--- src/two_end_positioner_fsm_macros.svh ---
// Assertion shorthands, all sampled on clk and disabled during reset.
`ifndef TWO_END_POSITIONER_FSM_MACROS_SVH
`define TWO_END_POSITIONER_FSM_MACROS_SVH

// Same-cycle implication.
`define TEPF_ASSERT_NOW(label, ante, cons, msg) \
    label: assert property (@(posedge clk) disable iff (!rst_n) (ante) |-> (cons)) \
        else $error(msg);

// Next-cycle implication.
`define TEPF_ASSERT_NEXT(label, ante, cons, msg) \
    label: assert property (@(posedge clk) disable iff (!rst_n) (ante) |=> (cons)) \
        else $error(msg);

`endif

--- src/tepf_pkg.sv ---
package tepf_pkg;

    localparam int POS_W   = 32;
    localparam int TIME_W  = 32;
    localparam int DWELL_W = 16;
    localparam int CFG_W   = 32;
    localparam int CFG_IDX_W = 2;

    localparam logic signed [POS_W-1:0] OPEN_END_RESET   = 32'sd0;
    localparam logic signed [POS_W-1:0] CLOSED_END_RESET = 32'sd4096;
    localparam logic [DWELL_W-1:0]      DWELL_RESET      = 16'd500;

    typedef enum logic [2:0] {
        ACT_BEGIN   = 3'd0,
        ACT_TICK    = 3'd1,
        ACT_OPEN    = 3'd2,
        ACT_CLOSE   = 3'd3,
        ACT_MOVE_TO = 3'd4,
        ACT_IDLE    = 3'd5
    } action_t;

    typedef enum logic [2:0] {
        MODE_IDLE       = 3'd0,
        MODE_GO_CLOSE   = 3'd1,
        MODE_WAIT_CLOSE = 3'd2,
        MODE_GO_OPEN    = 3'd3,
        MODE_WAIT_OPEN  = 3'd4
    } mode_t;

    typedef enum logic [CFG_IDX_W-1:0] {
        REG_OPEN_END   = 2'd0,
        REG_CLOSED_END = 2'd1,
        REG_DWELL      = 2'd2
    } reg_idx_t;

    typedef struct packed {
        logic signed [POS_W-1:0] open_end;
        logic signed [POS_W-1:0] closed_end;
        logic [DWELL_W-1:0]      dwell;
    } cfg_t;

    typedef struct packed {
        logic [2:0]              action;
        logic signed [POS_W-1:0] position;
        logic [TIME_W-1:0]       now_ms;
        logic signed [POS_W-1:0] goal;
    } item_t;

    typedef struct packed {
        mode_t                   mode;
        logic signed [POS_W-1:0] target;
        logic                    issue_move;
        logic                    save_request;
        logic signed [POS_W-1:0] position;
    } result_t;

endpackage

--- src/two_end_positioner_fsm.sv ---
// Channel   | handshake              | payload
// ----------+------------------------+----------------------------------------------
// request   | in_valid / in_stall    | action, position, now_ms, goal
// result    | out_valid / out_stall  | mode, target_out, issue_move, save_request,
//           |                        | position_out
// config    | cfg_we                 | cfg_index, cfg_data
//
// One request per cycle sustained while out_stall is low; an accepted request goes
// to the input register, then through the engine into the result register, whose
// contents stay on the outputs until taken.
// Controller state advances in the same cycle the request moves into the result register.
// rst_n is asynchronous, active low; clears control, state and config registers.
// in_stall rises only when both the input register and the result register are
// full and out_stall is high.
module two_end_positioner_fsm
    import tepf_pkg::*;
(
    input  logic                    clk,
    input  logic                    rst_n,

    input  logic                    in_valid,
    output logic                    in_stall,
    input  logic [2:0]              action,
    input  logic signed [POS_W-1:0] position,
    input  logic [TIME_W-1:0]       now_ms,
    input  logic signed [POS_W-1:0] goal,

    output logic                    out_valid,
    input  logic                    out_stall,
    output logic [2:0]              mode,
    output logic signed [POS_W-1:0] target_out,
    output logic                    issue_move,
    output logic                    save_request,
    output logic signed [POS_W-1:0] position_out,

    input  logic                    cfg_we,
    input  logic [CFG_IDX_W-1:0]    cfg_index,
    input  logic [CFG_W-1:0]        cfg_data
);

`include "two_end_positioner_fsm_macros.svh"

    cfg_t    cfg;
    item_t   item_reg;
    logic    in_valid_reg;
    result_t res;
    result_t res_reg;
    logic    out_valid_reg;
    logic    advance;
    logic    in_take;

    tepf_cfg_regs u_cfg (
        .clk       (clk),
        .rst_n     (rst_n),
        .cfg_we    (cfg_we),
        .cfg_index (cfg_index),
        .cfg_data  (cfg_data),
        .cfg       (cfg)
    );

    // request moves into the result register when that register is free or draining
    assign advance  = in_valid_reg && (!out_valid_reg || !out_stall);
    assign in_stall = in_valid_reg && out_valid_reg && out_stall;
    assign in_take  = in_valid && !in_stall;

    tepf_engine u_engine (
        .clk   (clk),
        .rst_n (rst_n),
        .en    (advance),
        .item  (item_reg),
        .cfg   (cfg),
        .res   (res)
    );

    always_ff @(posedge clk or negedge rst_n)
    begin
        if (!rst_n)
        begin
            in_valid_reg  <= 1'b0;
            out_valid_reg <= 1'b0;
        end
        else
        begin
            if (in_take)
                in_valid_reg <= 1'b1;
            else if (advance)
                in_valid_reg <= 1'b0;

            if (advance)
                out_valid_reg <= 1'b1;
            else if (!out_stall)
                out_valid_reg <= 1'b0;
        end
    end

    always_ff @(posedge clk)
    begin
        if (in_take)
            item_reg <= '{action: action, position: position, now_ms: now_ms, goal: goal};
        if (advance)
            res_reg <= res;
    end

    assign out_valid    = out_valid_reg;
    assign mode         = res_reg.mode;
    assign target_out   = res_reg.target;
    assign issue_move   = res_reg.issue_move;
    assign save_request = res_reg.save_request;
    assign position_out = res_reg.position;

    `TEPF_ASSERT_NEXT(a_hold_pending, in_valid_reg && !advance && !in_take,
        in_valid_reg && $stable(item_reg), "pending request lost")
    `TEPF_ASSERT_NEXT(a_result_held, out_valid_reg && out_stall,
        out_valid_reg && $stable(res_reg), "stalled result changed")
    `TEPF_ASSERT_NOW(a_stall_only_full, in_stall, in_valid_reg && out_valid_reg,
        "stall with free space")

endmodule

--- src/tepf_cfg_regs.sv ---
module tepf_cfg_regs
    import tepf_pkg::*;
(
    input  logic                 clk,
    input  logic                 rst_n,
    input  logic                 cfg_we,
    input  logic [CFG_IDX_W-1:0] cfg_index,
    input  logic [CFG_W-1:0]     cfg_data,
    output cfg_t                 cfg
);

    cfg_t cfg_reg;
    cfg_t cfg_next;

    always_comb
    begin
        cfg_next = cfg_reg;
        if (cfg_we)
        begin
            unique case (reg_idx_t'(cfg_index))
                REG_OPEN_END:   cfg_next.open_end   = $signed(cfg_data[POS_W-1:0]);
                REG_CLOSED_END: cfg_next.closed_end = $signed(cfg_data[POS_W-1:0]);
                REG_DWELL:      cfg_next.dwell      = cfg_data[DWELL_W-1:0];
                default:        cfg_next = cfg_reg;  // unused index
            endcase
        end
    end

    always_ff @(posedge clk or negedge rst_n)
    begin
        if (!rst_n)
        begin
            cfg_reg.open_end   <= OPEN_END_RESET;
            cfg_reg.closed_end <= CLOSED_END_RESET;
            cfg_reg.dwell      <= DWELL_RESET;
        end
        else
        begin
            cfg_reg <= cfg_next;
        end
    end

    assign cfg = cfg_reg;

endmodule

--- src/tepf_engine.sv ---
module tepf_engine
    import tepf_pkg::*;
(
    input  logic    clk,
    input  logic    rst_n,
    input  logic    en,
    input  item_t   item,
    input  cfg_t    cfg,
    output result_t res
);

`include "two_end_positioner_fsm_macros.svh"

    mode_t                   mode_reg, mode_next;
    mode_t                   seen_reg, seen_next;
    logic                    issued_reg, issued_next;
    logic signed [POS_W-1:0] pos_reg, pos_next;
    logic signed [POS_W-1:0] tgt_reg, tgt_next;
    logic [TIME_W-1:0]       wstart_reg, wstart_next;

    logic                    issue;
    logic                    save;
    logic signed [POS_W:0]   to_open;
    logic signed [POS_W:0]   to_close;
    logic [TIME_W-1:0]       elapsed;

    // distances for the nearer-end pick on begin
    assign to_open  = {item.position[POS_W-1], item.position}
                    - {cfg.open_end[POS_W-1], cfg.open_end};
    assign to_close = {cfg.closed_end[POS_W-1], cfg.closed_end}
                    - {item.position[POS_W-1], item.position};
    assign elapsed  = item.now_ms - wstart_reg;  // wraps mod 2^32

    always_comb
    begin
        mode_next   = mode_reg;
        seen_next   = seen_reg;
        issued_next = issued_reg;
        pos_next    = pos_reg;
        tgt_next    = tgt_reg;
        wstart_next = wstart_reg;
        issue       = 1'b0;
        save        = 1'b0;

        unique case (action_t'(item.action))
            ACT_BEGIN:
            begin
                pos_next = item.position;
                if (item.position >= cfg.closed_end)
                begin
                    tgt_next  = cfg.closed_end;
                    mode_next = (item.position == cfg.closed_end) ? MODE_IDLE : MODE_GO_CLOSE;
                end
                else if (item.position <= cfg.open_end)
                begin
                    tgt_next  = cfg.open_end;
                    mode_next = (item.position == cfg.open_end) ? MODE_IDLE : MODE_GO_OPEN;
                end
                else if (to_open < to_close)
                begin
                    tgt_next  = cfg.open_end;
                    mode_next = MODE_GO_OPEN;
                end
                else
                begin
                    tgt_next  = cfg.closed_end;
                    mode_next = MODE_GO_CLOSE;
                end
            end
            ACT_TICK:
            begin
                pos_next = item.position;
                if (mode_reg != seen_reg)
                begin
                    issued_next = 1'b0;
                    seen_next   = mode_reg;
                end
                if (mode_reg == MODE_GO_CLOSE || mode_reg == MODE_GO_OPEN)
                begin
                    if (!issued_next)
                    begin
                        issue       = 1'b1;
                        issued_next = 1'b1;
                    end
                    if (mode_reg == MODE_GO_CLOSE && item.position >= cfg.closed_end)
                    begin
                        mode_next   = MODE_WAIT_CLOSE;
                        wstart_next = item.now_ms;
                    end
                    else if (mode_reg == MODE_GO_OPEN && item.position <= cfg.open_end)
                    begin
                        mode_next   = MODE_WAIT_OPEN;
                        wstart_next = item.now_ms;
                    end
                end
                else if (mode_reg == MODE_WAIT_CLOSE || mode_reg == MODE_WAIT_OPEN)
                begin
                    if (elapsed >= {{(TIME_W-DWELL_W){1'b0}}, cfg.dwell})
                    begin
                        mode_next = MODE_IDLE;
                        save      = 1'b1;
                    end
                end
            end
            ACT_OPEN:
            begin
                tgt_next  = cfg.open_end;
                mode_next = MODE_GO_OPEN;
            end
            ACT_CLOSE:
            begin
                tgt_next  = cfg.closed_end;
                mode_next = MODE_GO_CLOSE;
            end
            ACT_MOVE_TO:
            begin
                // anything above the open end runs as a close move
                tgt_next  = item.goal;
                mode_next = (item.goal <= cfg.open_end) ? MODE_GO_OPEN : MODE_GO_CLOSE;
            end
            ACT_IDLE:
            begin
                mode_next = MODE_IDLE;
            end
            default:
            begin
                mode_next = mode_reg;  // unused action codes
            end
        endcase
    end

    always_ff @(posedge clk or negedge rst_n)
    begin
        if (!rst_n)
        begin
            mode_reg   <= MODE_IDLE;
            seen_reg   <= MODE_IDLE;
            issued_reg <= 1'b0;
            pos_reg    <= '0;
            tgt_reg    <= '0;
            wstart_reg <= '0;
        end
        else if (en)
        begin
            mode_reg   <= mode_next;
            seen_reg   <= seen_next;
            issued_reg <= issued_next;
            pos_reg    <= pos_next;
            tgt_reg    <= tgt_next;
            wstart_reg <= wstart_next;
        end
    end

    assign res.mode         = mode_next;
    assign res.target       = tgt_next;
    assign res.issue_move   = issue;
    assign res.save_request = save;
    assign res.position     = pos_next;

    `TEPF_ASSERT_NOW(a_issue_save_excl, en, !(issue && save), "issue and save together")
    `TEPF_ASSERT_NEXT(a_issue_marks, en && issue, issued_reg && seen_reg == $past(mode_reg),
        "move issued but not recorded")
    `TEPF_ASSERT_NEXT(a_save_idle, en && save, mode_reg == MODE_IDLE, "save without idle")

endmodule

--- config.mk ---
export PLATFORM = sky130hd
export DESIGN_NAME = two_end_positioner_fsm
export DESIGN_NICKNAME = d
export VERILOG_FILES = /design/src/tepf_pkg.sv /design/src/two_end_positioner_fsm.sv /design/src/tepf_cfg_regs.sv /design/src/tepf_engine.sv
export VERILOG_INCLUDE_DIRS = /design/src /design/src/src
export SDC_FILE = /design/constraint.sdc
export NUM_CORES = 1
export LEC_CHECK = 0
export BUFFER_PORTS_ARGS = -buffer_cell sky130_fd_sc_hd__buf_2
export CAP_MARGIN = 20
export CORE_MARGIN = 8
export CORE_UTILIZATION = 55
export CTS_CLUSTER_DIAMETER = 30
export CTS_CLUSTER_SIZE = 28
export DETAILED_ROUTE_END_ITERATION = 6
export PLACE_DENSITY = 0.78
export SYNTH_ARGS = -nofsm -noshare
export SYNTH_HDL_FRONTEND = slang
export SYNTH_HIERARCHICAL = 1
export SYNTH_SLANG_ARGS = --single-unit
--- constraint.sdc ---
create_clock -name clk -period 8.71 [get_ports clk]
set_clock_uncertainty 0.15 [all_clocks]
set_input_delay 0.871 -clock clk [delete_from_list [all_inputs] [get_ports clk]]
set_output_delay 0.871 -clock clk [all_outputs]
set_load 0.01 [all_outputs]
==> qor.log <==
INFO  outcome        outcome=finished with violations
INFO  outcome        violations=design-rule violations
INFO  critical_path  regToRegSetupSlack=1.47ns
INFO  die            placement_rows=72
INFO  die            boundaryPins=209
INFO  global_routing gr-max-usage-layer=met2
INFO  logic_synthesis syn-mean-instance-area=10.3µm²
INFO  routing        number_of_routed_nets_with_antenna_violations=0
INFO  cells_and_area fin_nets=2591
INFO  placement      placed_cells_incl_taps=2712
INFO  placement      io_buffer_count=208
INFO  clocking       cts_setup_buffers=0
INFO  cells_and_area finalInstanceArea=25400µm²
INFO  sta            hold_viol=0
INFO  routing        dr.first_iter.drc_count=1407
INFO  global_routing global_route.usage.total=0.269
INFO  cells_and_area final.fill_count=2907
INFO  logic_synthesis synth_sequential_area_ratio=0.458
INFO  sta            finalSetupViolCount=0
INFO  critical_path  worstReg2RegStart=item_reg[64]
INFO  logic_synthesis yosysWarnings=6
INFO  routing        vias=17.3k
INFO  clocking       tritoncts=yes
INFO  routing        post-route-drc-count=1
INFO  logic_synthesis synth-edff-count=168
INFO  sta            worst_slew_margin_rel=0.299
INFO  logic_synthesis main_combinational_cell_family_by_area_after_synthesis=compound AO/OA/AOI/OAI gates
INFO  cells_and_area multi_input_area=10600µm²
INFO  critical_path  regToRegEndpoint=target_out[29]
INFO  die            core=38300µm²
INFO  logic_synthesis fraction_of_the_mapped_netlist_area_in_compound_gates=0.171
INFO  critical_path  path_max_fanout=34
INFO  logic_synthesis synth_adder_area_share=0.106
INFO  power_and_ir_drop power_leakage=0.0110µW
INFO  power_and_ir_drop power.share.switching=0.350
INFO  clocking       cts_htree_levels=3
INFO  clocking       cts.path.max_buffers=3
INFO  cells_and_area antenna_cells=0
INFO  logic_synthesis ys_ff_latch=353
INFO  placement      pre_cts_ws=1.65ns
INFO  sta            finalMaxSlewViolations=0
INFO  sta            totalNegativeSetupSlack=0ns
INFO  sta            max_slew.worst_pin.slew=1.05ns
INFO  logic_synthesis ys_types=80
INFO  power_and_ir_drop pwr_cell_area=328nW/µm²
INFO  logic_synthesis synth_area=21200µm²
INFO  global_routing grt_util_met1=0.328
INFO  critical_path  r2r.worst_path.cells=25
INFO  critical_path  critical-path-slowest-cell=o21a_2
INFO  clocking       insertion_delay=0.61ns
INFO  sta            final_min_period_over_clock_period=0.831
INFO  cells_and_area layout.cells.non_filler=2857
INFO  power_and_ir_drop p_seq_frac=0.287
INFO  flow_run       max_cap_violations=0
INFO  clocking       cts_root_buf=clkbuf_16
INFO  logic_synthesis post_synthesis_instance_total=2056
INFO  die            width_of_the_chip=212µm
INFO  routing        routed_wire_length_per_instance=21.4µm
INFO  cells_and_area largest_register_ffs=99
INFO  power_and_ir_drop power.share.clock=0.353
INFO  logic_synthesis async_flop_share=0.524
INFO  cells_and_area final_core_util=0.663
INFO  logic_synthesis synth_mux_area_frac=0.0797
INFO  logic_synthesis post_synth_xor_area_fraction=0.0339
INFO  die            initial_core_util=0.553
INFO  clocking       cts_buffers=78
INFO  power_and_ir_drop intPower=5410µW
INFO  power_and_ir_drop power.combinational.fraction=0.360
INFO  cells_and_area flow.area_growth_from_synthesis=19.9%
INFO  critical_path  critical_path_class=reg2reg
INFO  logic_synthesis postSynth.topFlopCell=dfrtp_1
INFO  logic_synthesis synth.net_count=2372
INFO  critical_path  timing.critical_path.from_type=flip-flop
INFO  global_routing grt_max_degree=75
INFO  clocking       quantity_of_hold_fixing_buffers_added_after_cts=0
INFO  global_routing grt_antenna_before_repair=1
INFO  power_and_ir_drop switching_power=2910µW
INFO  routing        via_density_per_instance=6.06
INFO  power_and_ir_drop vdd_ir_drop_max=216µV
INFO  sta            fmaxAchievable=138MHz
INFO  sta            grt_setup_unrepaired=no
INFO  clocking       worst_setup_hold_path_clk_slew=0.05ns
INFO  critical_path  crit_path_max_incr_delay=0.90ns
INFO  die            die_area=45000µm²
INFO  cells_and_area most_used_cells_in_the_layout_excluding_fill_and_tap_cells=207 x buf_2, 207 x nor2_1, 178 x dfrtp_1, 178 x a21oi_1, 175 x ha_1
INFO  critical_path  timing.critical_path.arrival=7.53ns
INFO  clocking       clock-sinks=353
INFO  global_routing globalRoute.totalOverflow=0
INFO  critical_path  timing.critical_path.mode_cell=a21oi_1
INFO  worst_hold_path min_path_type=in2async
INFO  die            die_height=212µm
INFO  logic_synthesis post_synth_and_or_nand_nor_area_fraction=0.110
INFO  routing        first_pass_detailed_route_iteration_total=7
INFO  global_routing vias_in_the_first_global_route=17.7k
INFO  critical_path  worstPathRequired=8.99ns
INFO  sta            final_critical_path_setup_slack=1.47ns
INFO  placement      post_dp_cell_area=22700µm²
INFO  placement      finalWeightedCongestion=0.932
INFO  cells_and_area register_area=9680µm²
INFO  global_routing met2_resource_use_gr=0.453
INFO  routing        wirelength_routed=61.0mm
INFO  placement      detailedPlacementHpwl=42.7mm
INFO  sta            final_critical_path_time_including_i_o_delays_and_setup=7.24ns
INFO  global_routing grt_first_pass_wirelength=95.3mm
INFO  critical_path  setup.worst_path.end_class=flip-flop
INFO  clocking       cts_repair_resize_count=0
INFO  cells_and_area final_layout_size_suffix_gt1_frac=0.229
INFO  global_routing use_met3=0.0598
==> synthesized netlist by cell type (all sizes together), types with 7 or more instances <==
cell type,number,area share
nor2,208,0.037
o22a,35,0.014
buf,29,0.0077
a21o,45,0.016
and3,7,0.0021
clkbuf,59,0.010
and2,7,0.0021
o22ai,10,0.0030
and4,7,0.0029
a211oi,10,0.0035
dfstp,7,0.0087
a31oi,79,0.023
a21oi,182,0.044
inv,135,0.024
mux2,148,0.079
xnor2,54,0.022
nor4,9,0.0030
nand2,108,0.019
nand4,33,0.0098
ha,175,0.10
o21bai,7,0.0025
dfrtp,178,0.21
o211ai,9,0.0032
nor3,13,0.0031
o21ai,107,0.025
o21a,18,0.0064
nor2b,21,0.0062
nand2b,13,0.0038
xor2,28,0.012
nand3,53,0.013
edfxtp,168,0.24
==> per-stage QoR <==
stage | power (µW) | hold slack [ns]
2_1_floorplan | 4510 | 0.308
3_3_place_gp | 5210 | 0.325
3_5_place_dp | 5320 | 0.327
4_1_cts | 8310 | 0.0784
5_1_grt | 8800 | 0.110
6_report | 8320 | 0.0687
==> worst max-delay path by stage <==
| stage | endpoint | startpoint | cells past startpoint |
|---|---|---|---|
| global route | target_out[29] | item_reg[64] | 25 |
| global placement | target_out[2] | item_reg[64] | 25 |
| floorplan | u_engine/wstart_reg[0] | out_stall | 5 |
| finish | target_out[29] | item_reg[64] | 25 |
| CTS | target_out[29] | item_reg[64] | 25 |
| detailed placement | target_out[0] | item_reg[64] | 25 |
==> logic make-up after synthesis <==
| family | count (synthesis) |
|---|---|
| DFF | 353 |
| AOI/OAI and AO/OA | 569 |
| adders and majority gates | 178 |
| xor gates and xnor gates | 82 |
| muxes | 150 |
| and+or+nand+nor | 501 |
| buffers and inverters | 223 |
==> final cells by class <==
class / instances / area share
inverter: 135 / 0.0200
multi-input combinational: 1480 / 0.419
sequential: 353 / 0.382
timing repair buffer: 227 / 0.0485
clock inverter: 43 / 0.0190
clock buffer: 101 / 0.0860
tap: 518 / 0.0255
==> power groups by stage <==
stage	Sequential (µW)	Clock, µW	Combinational [µW]
6_report	2390	2940	3000
5_1_grt	2420	3060	3320
4_1_cts	2380	2970	2970
3_5_place_dp	2400	0	2930
3_3_place_gp	2380	0	2830
2_1_floorplan	2360	0	2150
==> critical path: cells and delay by family (launching register included) <==
| family | cells | cell delay (ns) |
|---|---|---|
| compound gates | 17 | 5.19 |
| buf+inv | 2 | 0.14 |
| flops | 1 | 0.42 |
| simple gates | 2 | 0.20 |
| fa+ha+maj | 3 | 0.82 |
| xor+xnor | 1 | 0.14 |
==> per-layer routing <==
metal,wire length (µm),vias to the layer above,share of wire
li1,-,8027,-
met1,24400,8363,0.40
met2,29700,768,0.49
met3,4890,147,0.080
met4,1980,0,0.032
met5,0,-,0
Power figures use the tool's default switching activity.
